--- src/rtl/core/pht_pkg.sv ---
// shared types and constants for the position hypothesis table
package pht_pkg;
	localparam logic [4:0] CERT_MAX  = 5'd20;
	localparam logic [4:0] CERT_NEW  = 5'd10;
	localparam logic [4:0] CERT_KEEP = 5'd7;
	localparam logic [15:0] RADIUS_RESET = 16'd500;

	typedef struct packed {
		logic signed [15:0] x;
		logic signed [15:0] y;
		logic signed [15:0] z;
		logic [15:0]        conf;
		logic [4:0]         cert;
		logic               dirty;
	} entry_t;

	typedef struct packed {
		logic        start;
		logic [31:0] num;
		logic [6:0]  den;
	} div_req_t;

	typedef struct packed {
		logic        done;
		logic [15:0] root;
	} div_rsp_t;
endpackage

--- src/rtl/core/pht_divsqrt.sv ---
// iterative divide of a 32 bit value by a count, then bit-pair square root
module pht_divsqrt (
	input  logic             clk,
	input  logic             arst_n,
	input  pht_pkg::div_req_t req,
	output pht_pkg::div_rsp_t rsp
);
	typedef enum logic [1:0] {IDLE, DIV, SQRT} st_t;
	st_t st_q;
	logic [31:0] quo_q;
	logic [6:0]  rem_q;
	logic [6:0]  den_q;
	logic [31:0] val_q;
	logic [17:0] res_q;
	logic [4:0]  cnt_q;
	logic        done_q;
	logic [7:0]  trial;
	logic        q_bit;
	logic [31:0] quo_nxt;
	logic [33:0] acc_q;
	logic [33:0] sq_trial;
	always_comb begin
		trial = {rem_q, quo_q[31]};
		q_bit = trial >= {1'b0, den_q};
		quo_nxt = {quo_q[30:0], q_bit};
		sq_trial = {acc_q[31:0], val_q[31:30]} - {14'd0, res_q, 2'b01};
	end
	always_ff @(posedge clk or negedge arst_n) begin
		if (!arst_n) begin
			st_q <= IDLE;
			done_q <= 1'b0;
			cnt_q <= '0;
		end else begin
			done_q <= 1'b0;
			case (st_q)
				IDLE: begin
					if (req.start) begin
						quo_q <= req.num;
						den_q <= req.den;
						rem_q <= '0;
						cnt_q <= '0;
						st_q <= DIV;
					end
				end
				DIV: begin
					if (q_bit)
						rem_q <= 7'(trial - {1'b0, den_q});
					else
						rem_q <= trial[6:0];
					quo_q <= quo_nxt;
					cnt_q <= cnt_q + 5'd1;
					if (cnt_q == 5'd31) begin
						// quotient feeds the root, two bits a step from the top
						val_q <= quo_nxt;
						st_q <= SQRT;
						cnt_q <= '0;
						acc_q <= '0;
						res_q <= '0;
					end
				end
				SQRT: begin
					if (!sq_trial[33]) begin
						acc_q <= sq_trial;
						res_q <= {res_q[16:0], 1'b1};
					end else begin
						acc_q <= {acc_q[31:0], val_q[31:30]};
						res_q <= {res_q[16:0], 1'b0};
					end
					val_q <= {val_q[29:0], 2'b00};
					cnt_q <= cnt_q + 5'd1;
					if (cnt_q == 5'd15) begin
						st_q <= IDLE;
						done_q <= 1'b1;
					end
				end
				default: st_q <= IDLE;
			endcase
		end
	end
	assign rsp = {done_q, res_q[15:0]};
endmodule

--- config.mk ---
export PLATFORM = sky130hd
export DESIGN_NAME = pht_divsqrt
export DESIGN_NICKNAME = d
export VERILOG_FILES = /design/src/rtl/core/pht_pkg.sv /design/src/rtl/core/pht_divsqrt.sv
export SDC_FILE = /design/constraint.sdc
export NUM_CORES = 1
export LEC_CHECK = 0
export ABC_AREA = 1
export BUFFER_PORTS_ARGS = -buffer_cell sky130_fd_sc_hd__buf_2
export CORE_ASPECT_RATIO = 2
export CORE_MARGIN = 3
export CORE_UTILIZATION = 46
export CTS_CLUSTER_DIAMETER = 40
export CTS_CLUSTER_SIZE = 12
export DETAILED_ROUTE_END_ITERATION = 16
export MAX_ROUTING_LAYER = met4
export PLACE_DENSITY = 0.71
export SKIP_CTS_REPAIR_TIMING = 1
export SLEW_MARGIN = 20
export SYNTH_ARGS = -nofsm -noshare
export SYNTH_HDL_FRONTEND = slang
export SYNTH_SLANG_ARGS = --single-unit
--- constraint.sdc ---
create_clock -name clk -period 9.5 [get_ports clk]
set_input_delay 1.425 -clock clk [delete_from_list [all_inputs] [get_ports clk]]
set_output_delay 1.425 -clock clk [all_outputs]
set_load 0.05 [all_outputs]
==> impl_metrics.env, run 1 <==
export IMPL_place_worst_setup_slack_ns=5.87
export IMPL_htreeDepth=4
export IMPL_maxCapViolCount=0
export IMPL_dr_total_vias=6357
export IMPL_cts_buffers=17
export IMPL_synth_edf_count=128
export IMPL_syn_inst=1011
export IMPL_ant_nets=0
export IMPL_drive_above_1_share_pct=11.9
export IMPL_grt_pass1_vias=6533
export IMPL_finClkSkew_ns=0.0114
export IMPL_io_buffer_count=58
export IMPL_synth_top_area_cell="edfxtp_1"
export IMPL_timing_final_crit_share_pct=37.0
export IMPL_grt_pass1_wl_mm=29.8
export IMPL_ys_seq_area_share_pct=49.7
export IMPL_cts_buffer_depth=2
export IMPL_wl_mm=17.9
export IMPL_coreArea_um2=17400
export IMPL_setup_tns_final_ns=0
export IMPL_power_density_nw_per_um2=311
export IMPL_row_count=68
export IMPL_async_flop_share_pct=5.88
export IMPL_yosys_register_bits=136
export IMPL_drc=0
export IMPL_max_stage_delay_ns=0.99
export IMPL_crit_fanout=60
export IMPL_rsz0062_at_grt="false"
export IMPL_synth_cell_types=40
export IMPL_hold_viol=0
export IMPL_place_hpwl_mm=13.0
export IMPL_nFillCells=1664
export IMPL_cts_tree="yes"
export IMPL_antenna_found_initial=0
export IMPL_timing_final_ws_setup_ns=5.99
export IMPL_multi_input_area_um2=3340
export IMPL_drt_iter0_markers=292
export IMPL_synth_area_um2=8140
export IMPL_grt_max_degree=62
export IMPL_synthTopCellsByCount="nand2_1 (394), inv_1 (133), edfxtp_1 (128)"
export IMPL_syn_nets=1087
export IMPL_clk_pin_slew_ns=0.06
export IMPL_fmax_mhz=285
export IMPL_start_util_pct=46.9
export IMPL_path_buf_inv=3
export IMPL_overflow=0
export IMPL_clock_latency_ns=0.43
export IMPL_critical_path_class="flip-flop to flip-flop"
export IMPL_worstHoldPathType="flip-flop to flip-flop"
export IMPL_syn_avg_cell_area_um2=8.05
export IMPL_finalCriticalPeriod_ns=3.51
export IMPL_synth_most_common_cell="nand2_1"
export IMPL_critPathCaptureType="flip-flop"
export IMPL_yosys_warnings=0
export IMPL_synth_top_area_share_pct=47.2
export IMPL_io_pins=59
export IMPL_status="completed"
export IMPL_cp_start_kind="flip-flop"
export IMPL_syn_to_final_growth_pct=12.0
export IMPL_crit_chain="inv_1 > ha_2 > buf_4 > clkinv_1 > o221ai_1 > o21ai_0"
export IMPL_ir_drop_uv=224
export IMPL_dieArea_um2=19400
export IMPL_wl_per_cell_um=14.1
export IMPL_slowest_stage="clkinv_1"
export IMPL_required_ns=9.78
export IMPL_die_x_um=100
export IMPL_place_congestion=0.977
export IMPL_ys_flop_type="edfxtp_1"
export IMPL_drtPass1Iterations=5
export IMPL_slew_headroom_pct=31.0
export IMPL_slew_violations=0
export IMPL_p_leak_nw=4.39
export IMPL_tightest_slew_ns=1.03
export IMPL_track_usage_pct=19.9
export IMPL_cts_sinks=136
export IMPL_cpLargestDelayFamily="buffers and inverters"
export IMPL_viasPerCell=4.99
export IMPL_synth_area_leaders="edfxtp_1 (47%), nand2_1 (18%), inv_1 (6.1%)"
export IMPL_die_h_um=194
export IMPL_insertedDiodeCount=0
export IMPL_nNetsFinal=1126
export IMPL_cts_root_buf="clkbuf_16"
export IMPL_seq_area_um2=4040
export IMPL_setup_violations=0
export IMPL_worst_ep_arrival_time_ns=3.79
[power breakdown]
group	switching, mW	internal, mW
Combinational	0.783	0.336
Sequential	0.0905	0.922
Clock	0.262	0.443
[cell families after synthesis]
kind of cell               after synthesis  share of synthesized area, %
and+or+nand+nor                        564                          28.1
buffers and inverters                  182                          9.60
DFF                                    136                          49.7
AOI/OAI and AO/OA                       74                          5.04
adders and majority gates               34                          5.32
xor gates and xnor gates                21                          2.26
[through the flow]
stage / std cells / cell area, um^2 / utilization [%] / hold WS (ns) / total power [mW]
finish: 1273 / 9120 / 52.5 / 0.523 / 2.84
global route: 1273 / 9120 / 52.5 / 0.548 / 3.05
CTS: 1273 / 9120 / 52.5 / 0.522 / 2.86
detailed placement: 1241 / 8500 / 48.9 / 0.508 / 2.14
global placement: 1241 / 8500 / 48.9 / 0.504 / 2.12
floorplan: 1011 / 8140 / - / 0.486 / 1.90
[per-layer routing]
layer | vias up | share of wire, % | global-route usage, %
met2 | 134 | 57 | 37.2
met3 | 53 | 3.4 | 3.38
met5 | - | 0 | -
li1 | 3258 | - | -
met4 | 0 | 4.5 | 10.2
met1 | 2912 | 35 | 18.8
[worst min-delay path, cell delays in order (launching register included)]
cell	delay, ns
edfxtp_1	0.32
nand2_1	0.05
nand2_1	0.05
[path summary, 6_finish.rpt]
check	from	end	slack, ns	cells after the start
worst max-delay path	st_q[0]	st_q[0]	5.99	6
worst min-delay path	val_q[21]	val_q[23]	0.52	2
worst max register to register	st_q[0]	st_q[0]	5.99	6
worst min register to register	val_q[21]	val_q[23]	0.52	2
max in group asynchronous	arst_n	st_q[1]	8.47	1
min in group asynchronous	arst_n	done_q	0.84	1
[area by class of cell]
class / instances / share of cell area (%)
Timing Repair Buffer: 64 / 3.68
Clock buffer: 19 / 4.75
Multi-Input combinational cell: 693 / 36.6
Inverter: 138 / 5.68
Tap cell: 210 / 2.88
Clock inverter: 13 / 2.10
Sequential cell: 136 / 44.3
[layout by cell type, fill, tap and decap left out, types with 9 or more instances in the layout]
cell type and instances:
nand2_1 394, inv_1 133, edfxtp_1 128, nor2_1 101
buf_2 58, a21oi_1 33, ha_1 32, o21ai_0 26
nand3_1 26, clkbuf_16 17, xor2_1 16, nand2_2 13
nor3_1 9
[sequential cells by signal, indices dropped and copies added, names as in the netlist]
register and count:
done_q 1, cnt_q 5, den_q 7, val_q 32
quo_q 32, acc_q 32, rem_q 7, res_q 18
st_q 2
(Power assumes the default switching activity.)
==> run 2, diff against run 1 <==
Settings changed: ABC_AREA 1 to 0, PLACE_DENSITY 0.71 to 0.73.
Clock period 9.5 ns to 2.83 ns, I/O delays scaled along.
==> run 2 against run 1 <==
- the flow now finishes with violations (setup timing)
- core utilization rose by 4.5 points
- clock power rose to 3.1 times the previous value
- clock-buffer cell count fell by 1
- synthesized cell count fell by 39%
- via count fell by 20%
- wire length fell by 11%
- hold slack got worse by 0.35 ns
- sequential power rose to 2.6 times the previous value
- critical endpoint is now acc_q[31]
- largest power group is now registers
==> impl_metrics.env, run 2 <==
export IMPL_status="finished, violations left"
export IMPL_violations="setup timing"
export IMPL_syn_to_final_growth_pct=21.4
export IMPL_insertedDiodeCount=0
export IMPL_place_hpwl_mm=11.1
export IMPL_wl_per_cell_um=17.1
export IMPL_place_congestion=0.892
export IMPL_synth_top_area_cell="edfxtp_1"
export IMPL_grt_pass1_vias=5405
export IMPL_switching_share_pct=25.5
export IMPL_ff2ff_setup_slack_ns=-0.11
export IMPL_drive_above_1_share_pct=32.5
export IMPL_worst_ep_arrival_time_ns=3.12
export IMPL_clk_pin_slew_ns=0.06
export IMPL_final_cells=934
export IMPL_power_mw=5.77
export IMPL_track_usage_pct=19.3
export IMPL_maxCapViolCount=0
export IMPL_power_density_nw_per_um2=641
export IMPL_synth_area_leaders="edfxtp_1 (52%), mux2_2 (9.4%), ha_1 (5.6%)"
export IMPL_wl_mm=16.0
export IMPL_dp_cells=889
export IMPL_syn_avg_cell_area_um2=12.0
export IMPL_setup_violations=17
export IMPL_cpLargestDelayFamily="simple AND/OR/NAND/NOR gates"
export IMPL_cts_sinks=136
export IMPL_cts_tree="yes"
export IMPL_crit_chain="inv_1 > ha_4 > buf_4 > a21o_1 > or4_4 > o31ai_4 > o21ai_4 > or4_4 > mux2i_1"
export IMPL_nFillCells=1370
export IMPL_setup_tns_final_ns=-0.575
export IMPL_p_sw_mw=1.47
export IMPL_synth_top_area_share_pct=51.8
export IMPL_start_util_pct=47.0
export IMPL_io_buffer_count=58
export IMPL_crit_top_cell="or4_4"
export IMPL_critPathCaptureType="flip-flop"
export IMPL_max_stage_delay_ns=0.50
export IMPL_worstHoldPathType="primary input to flip-flop"
export IMPL_grt_max_degree=83
export IMPL_synth_edf_count=128
export IMPL_drtPass1Iterations=4
export IMPL_required_ns=3.01
export IMPL_syn_inst=617
export IMPL_ys_flop_type="edfxtp_1"
export IMPL_viasPerCell=5.46
export IMPL_row_count=65
export IMPL_internal_power_mw=4.30
export IMPL_slowest_stage="or4_4"
export IMPL_fmax_mhz=340
export IMPL_cts_root_buf="clkbuf_16"
export IMPL_synth_most_common_cell="edfxtp_1"
export IMPL_grt_pass1_wl_mm=25.5
export IMPL_tightest_slew_ns=0.478
export IMPL_finalCriticalPeriod_ns=2.94
export IMPL_syn_nets=693
export IMPL_slew_violations=0
export IMPL_synthTopCellsByCount="edfxtp_1 (128), mux2_2 (62), nor2_1 (60)"
export IMPL_ys_seq_area_share_pct=54.5
export IMPL_cts_buffer_depth=2
export IMPL_layout_commonest_cell="edfxtp_1"
export IMPL_htreeDepth=4
export IMPL_dieArea_um2=17800
export IMPL_drc=0
export IMPL_clock_latency_ns=0.43
export IMPL_dr_total_vias=5101
export IMPL_synth_cell_types=54
export IMPL_io_pins=59
export IMPL_timing_final_ws_setup_ns=-0.111
export IMPL_p_clk_share_pct=37.7
export IMPL_ir_drop_uv=711
export IMPL_combPwrFrac_pct=17.6
export IMPL_overflow=0
export IMPL_async_flop_share_pct=5.88
export IMPL_path_buf_inv=2
export IMPL_coreArea_um2=15800
export IMPL_p_leak_nw=3.49
export IMPL_cts_buffers=17
export IMPL_critical_path_class="flip-flop to flip-flop"
export IMPL_die_x_um=95.8
export IMPL_antenna_found_initial=0
export IMPL_yosys_warnings=0
export IMPL_timing_final_crit_share_pct=104
export IMPL_yosys_register_bits=136
export IMPL_cp_start_kind="flip-flop"
export IMPL_seqPwrFrac_pct=44.7
export IMPL_mostFrequentLayoutCells="edfxtp_1 (128), mux2_2 (62), nor2_1 (60), buf_2 (58), buf_4 (54)"
export IMPL_die_h_um=186
export IMPL_rsz0062_at_grt="true"
export IMPL_crit_fanout=5
export IMPL_reg_top3="acc_q: 32 flops, quo_q: 32 flops, val_q: 32 flops"
export IMPL_nNetsFinal=796
export IMPL_ant_nets=0
export IMPL_synth_area_um2=7420
export IMPL_hold_viol=0
export IMPL_drt_iter0_markers=244
export IMPL_finClkSkew_ns=0.00662
export IMPL_slew_headroom_pct=68.1
==> run 2: metrics by stage <==
step / instance area [um^2] / worst slack, ns / util (%) / hold WS (ns)
6_report: 9010 / -0.111 / 57.1 / 0.174
5_1_grt: 9010 / -0.183 / 57.1 / 0.155
4_1_cts: 8760 / -0.148 / 55.5 / -0.151
3_5_place_dp: 8180 / -0.113 / 51.9 / 0.306
3_3_place_gp: 8180 / -0.151 / 51.9 / 0.297
2_1_floorplan: 7440 / 0.000962 / - / 0.129
==> run 2: logic make-up (layout without fill, tap and decap cells) <==
| family | Yosys count | in the layout | synth area share [%] |
|---|---|---|---|
| AO/OA/AOI/OAI | 104 | 104 | 8.84 |
| XOR/XNOR | 23 | 23 | 2.72 |
| adder cells (fa/ha/maj) | 34 | 34 | 5.83 |
| buffers and inverters | 77 | 193 | 4.87 |
| flip-flops | 136 | 136 | 54.5 |
| multiplexers | 87 | 87 | 12.8 |
| AND/OR/NAND/NOR | 156 | 156 | 10.5 |
==> run 2: path summary, 6_finish.rpt <==
path / from / end / cells after the start
max in group asynchronous: arst_n / cnt_q[3] / 2
min in group asynchronous: arst_n / cnt_q[1] / 2
min: req[2] / den_q[2] / 1
max: res_q[17] / acc_q[31] / 9
min reg2reg: cnt_q[1] / cnt_q[1] / 2
max reg2reg: res_q[17] / acc_q[31] / 9
==> run 2: final cells by class <==
type | count | area, um^2 | area share (%)
tap | 201 | 251 | 2.79
sequential | 136 | 4040 | 44.9
clock inverter | 14 | 150 | 1.67
timing repair buffer | 119 | 813 | 9.03
inverter | 42 | 158 | 1.75
clock buffer | 18 | 429 | 4.77
multi-input combinational | 404 | 3160 | 35.1
==> run 2: power groups by stage <==
stage	Clock, mW	Combinational (mW)	Sequential, mW
4_1_cts	2.23	1.03	2.58
2_1_floorplan	0	0.769	2.59
6_report	2.18	1.02	2.58
5_1_grt	2.31	1.13	2.60
3_3_place_gp	0	0.962	2.61
3_5_place_dp	0	1.02	2.62
==> run 2: metal layers <==
layer | up-vias | track usage (%) | wire length [um] | part of all wire, %
li1 | 2439 | - | - | -
met1 | 2538 | 18.2 | 5620 | 35
met2 | 90 | 36.7 | 9510 | 60
met3 | 34 | 3.36 | 415 | 2.6
met4 | 0 | 8.67 | 431 | 2.7
met5 | - | - | 0 | 0
==> run 2: worst reg2reg max path, stage by stage (launching register included) <==
cell and delay, ns:
edfxtp_1 0.36, inv_1 0.12, ha_4 0.22, buf_4 0.16, a21o_1 0.19, or4_4 0.46
o31ai_4 0.41, o21ai_4 0.14, or4_4 0.50, mux2i_1 0.13
==> run 3, diff against run 2 <==
Settings changed: RECOVER_POWER set to 100.
==> run 3 against run 2 <==
- die area unchanged
- combinational power about the same
- final cell count unchanged
- power decreased by 0.39%
- clock-buffer cell count unchanged
- critical path depth unchanged
- non-clock buffer count unchanged
- register-to-register slack about the same
- the run still ends with setup timing left
- sequential cell count unchanged
==> impl_metrics.env, run 3 (synthesized netlist as in run 2, its figures left out) <==
export IMPL_fmax_mhz=340
export IMPL_nFillCells=1382
export IMPL_start_util_pct=47.0
export IMPL_drtPass1Iterations=4
export IMPL_hold_ws_ns=0.174
export IMPL_cts_root_buf="clkbuf_16"
export IMPL_hold_start="req[2]"
export IMPL_dp_cells=889
export IMPL_grtUsageMet2_pct=36.7
export IMPL_insertedDiodeCount=0
export IMPL_die_x_um=95.8
export IMPL_drive_above_1_share_pct=29.7
export IMPL_worst_ep_arrival_time_ns=3.12
export IMPL_row_count=65
export IMPL_place_area_um2=8180
export IMPL_layout_commonest_cell="edfxtp_1"
export IMPL_cts_buffers=17
export IMPL_coreArea_um2=15800
export IMPL_critPathCaptureType="flip-flop"
export IMPL_syn_to_final_growth_pct=20.6
export IMPL_seq_area_um2=4040
export IMPL_slew_headroom_pct=32.4
export IMPL_place_worst_setup_slack_ns=-0.113
export IMPL_clk_pin_slew_ns=0.06
export IMPL_tightest_slew_ns=1.01
export IMPL_grt_pass1_wl_mm=25.5
export IMPL_antenna_found_initial=0
export IMPL_grt_pass1_vias=5405
export IMPL_p_leak_nw=3.42
export IMPL_ir_drop_uv=711
export IMPL_io_buffer_count=58
export IMPL_finClkSkew_ns=0.00704
export IMPL_worstReg2RegEnd="acc_q[31]"
export IMPL_dr_total_vias=5100
export IMPL_slew_violations=0
export IMPL_violations="setup timing"
export IMPL_critical_path_class="flip-flop to flip-flop"
export IMPL_place_congestion=0.892
export IMPL_maxCapViolCount=0
export IMPL_slowest_stage="or4_4"
export IMPL_io_pins=59
export IMPL_track_usage_pct=19.3
export IMPL_cts_tree="yes"
export IMPL_setup_violations=22
export IMPL_viasPerCell=5.46
export IMPL_multi_input_area_um2=3150
export IMPL_power_density_nw_per_um2=643
export IMPL_reg_top3="acc_q: 32 flops, quo_q: 32 flops, val_q: 32 flops"
export IMPL_r2r_start="res_q[17]"
export IMPL_met1_usage_pct=18.2
export IMPL_finalCriticalPeriod_ns=2.94
export IMPL_htreeDepth=4
export IMPL_required_ns=3.01
export IMPL_overflow=0
export IMPL_ff2ff_setup_slack_ns=-0.11
export IMPL_whs_path_depth=1
export IMPL_cts_buffer_depth=2
export IMPL_place_hpwl_mm=11.1
export IMPL_grt_max_degree=83
export IMPL_worstHoldEndpoint="den_q[2]"
export IMPL_cp_start_kind="flip-flop"
export IMPL_timing_final_ws_setup_ns=-0.114
export IMPL_hold_viol=0
export IMPL_ant_nets=0
export IMPL_die_h_um=186
export IMPL_drc=0
export IMPL_cts_sinks=136
export IMPL_crit_fanout=5
export IMPL_crit_top_cell="or4_4"
export IMPL_busiest_layer="met2"
export IMPL_worstHoldPathType="primary input to flip-flop"
export IMPL_timing_final_crit_share_pct=104
export IMPL_fin_area_um2=8940
export IMPL_clock_latency_ns=0.43
export IMPL_final_cells=934
export IMPL_mostFrequentLayoutCells="edfxtp_1 (128), mux2_2 (62), nor2_1 (60), buf_4 (52), buf_2 (40)"
export IMPL_max_stage_delay_ns=0.50
export IMPL_status="finished, violations left"
export IMPL_wl_per_cell_um=17.1
export IMPL_drt_iter0_markers=209
export IMPL_nNetsFinal=796
export IMPL_rsz0062_at_grt="true"
export IMPL_power_mw=5.75
export IMPL_wl_mm=16.0
export IMPL_crit_chain="inv_1 > ha_4 > buf_4 > a21o_1 > or4_4 > o31ai_4 > o21ai_4 > or4_4 > mux2i_1"
export IMPL_r2r_cells=9
export IMPL_dieArea_um2=17800
export IMPL_grtUsageMet3_pct=3.36
[run 3: cell types whose count changed in the layout (fill, tap and decap cells not counted), moves of 2 or more]
cell and change:
clkbuf_1 +18, buf_4 -2, clkbuf_2 +3, buf_2 -18
buf_12 -2
[run 3: how the worst max path moves through the flow]
stage	end	start	cells past startpoint	slack (ns)
floorplan	acc_q[12]	acc_q[16]	10	0.001
global placement	acc_q[27]	res_q[3]	11	-0.15
detailed placement	acc_q[27]	res_q[3]	11	-0.11
CTS	acc_q[27]	res_q[3]	11	-0.15
global route	acc_q[31]	res_q[6]	11	-0.19
finish	acc_q[31]	res_q[17]	9	-0.11
[run 3: per-stage QoR]
step                      utilization [%]  TNS, ns
after CTS                            55.5   -0.561
final                                56.7   -0.948
after detailed placement             51.9   -0.248
after floorplan                         -        0
after global routing                 56.7    -3.20
after global placement               51.9   -0.219
[run 3: area by class of cell]
type / count / share of cell area [%]
clock inverter: 14 / 1.68
clock buffer: 18 / 4.80
timing repair buffer: 119 / 8.52
multi-input combinational: 404 / 35.2
tap: 201 / 2.81
inverter: 42 / 1.76
sequential: 136 / 45.2
[run 3: layer usage]
metal | share of wire [%] | vias up
met5 | 0 | -
met4 | 2.7 | 0
met3 | 2.8 | 34
met2 | 59 | 96
met1 | 35 | 2531
li1 | - | 2439
[run 3: critical path: cells and delay by family (launching register included)]
family,cells,cell delay (ns)
compound gates,3,0.74
fa+ha+maj,1,0.22
buf+inv,2,0.28
flops,1,0.36
mux,1,0.13
simple gates,2,0.96
[run 3: report_power, final]
group / internal, mW / leakage, nW / switching (mW)
Combinational: 0.491 / 1.87 / 0.499
Sequential: 2.49 / 1.29 / 0.0908
Clock: 1.30 / 0.267 / 0.876
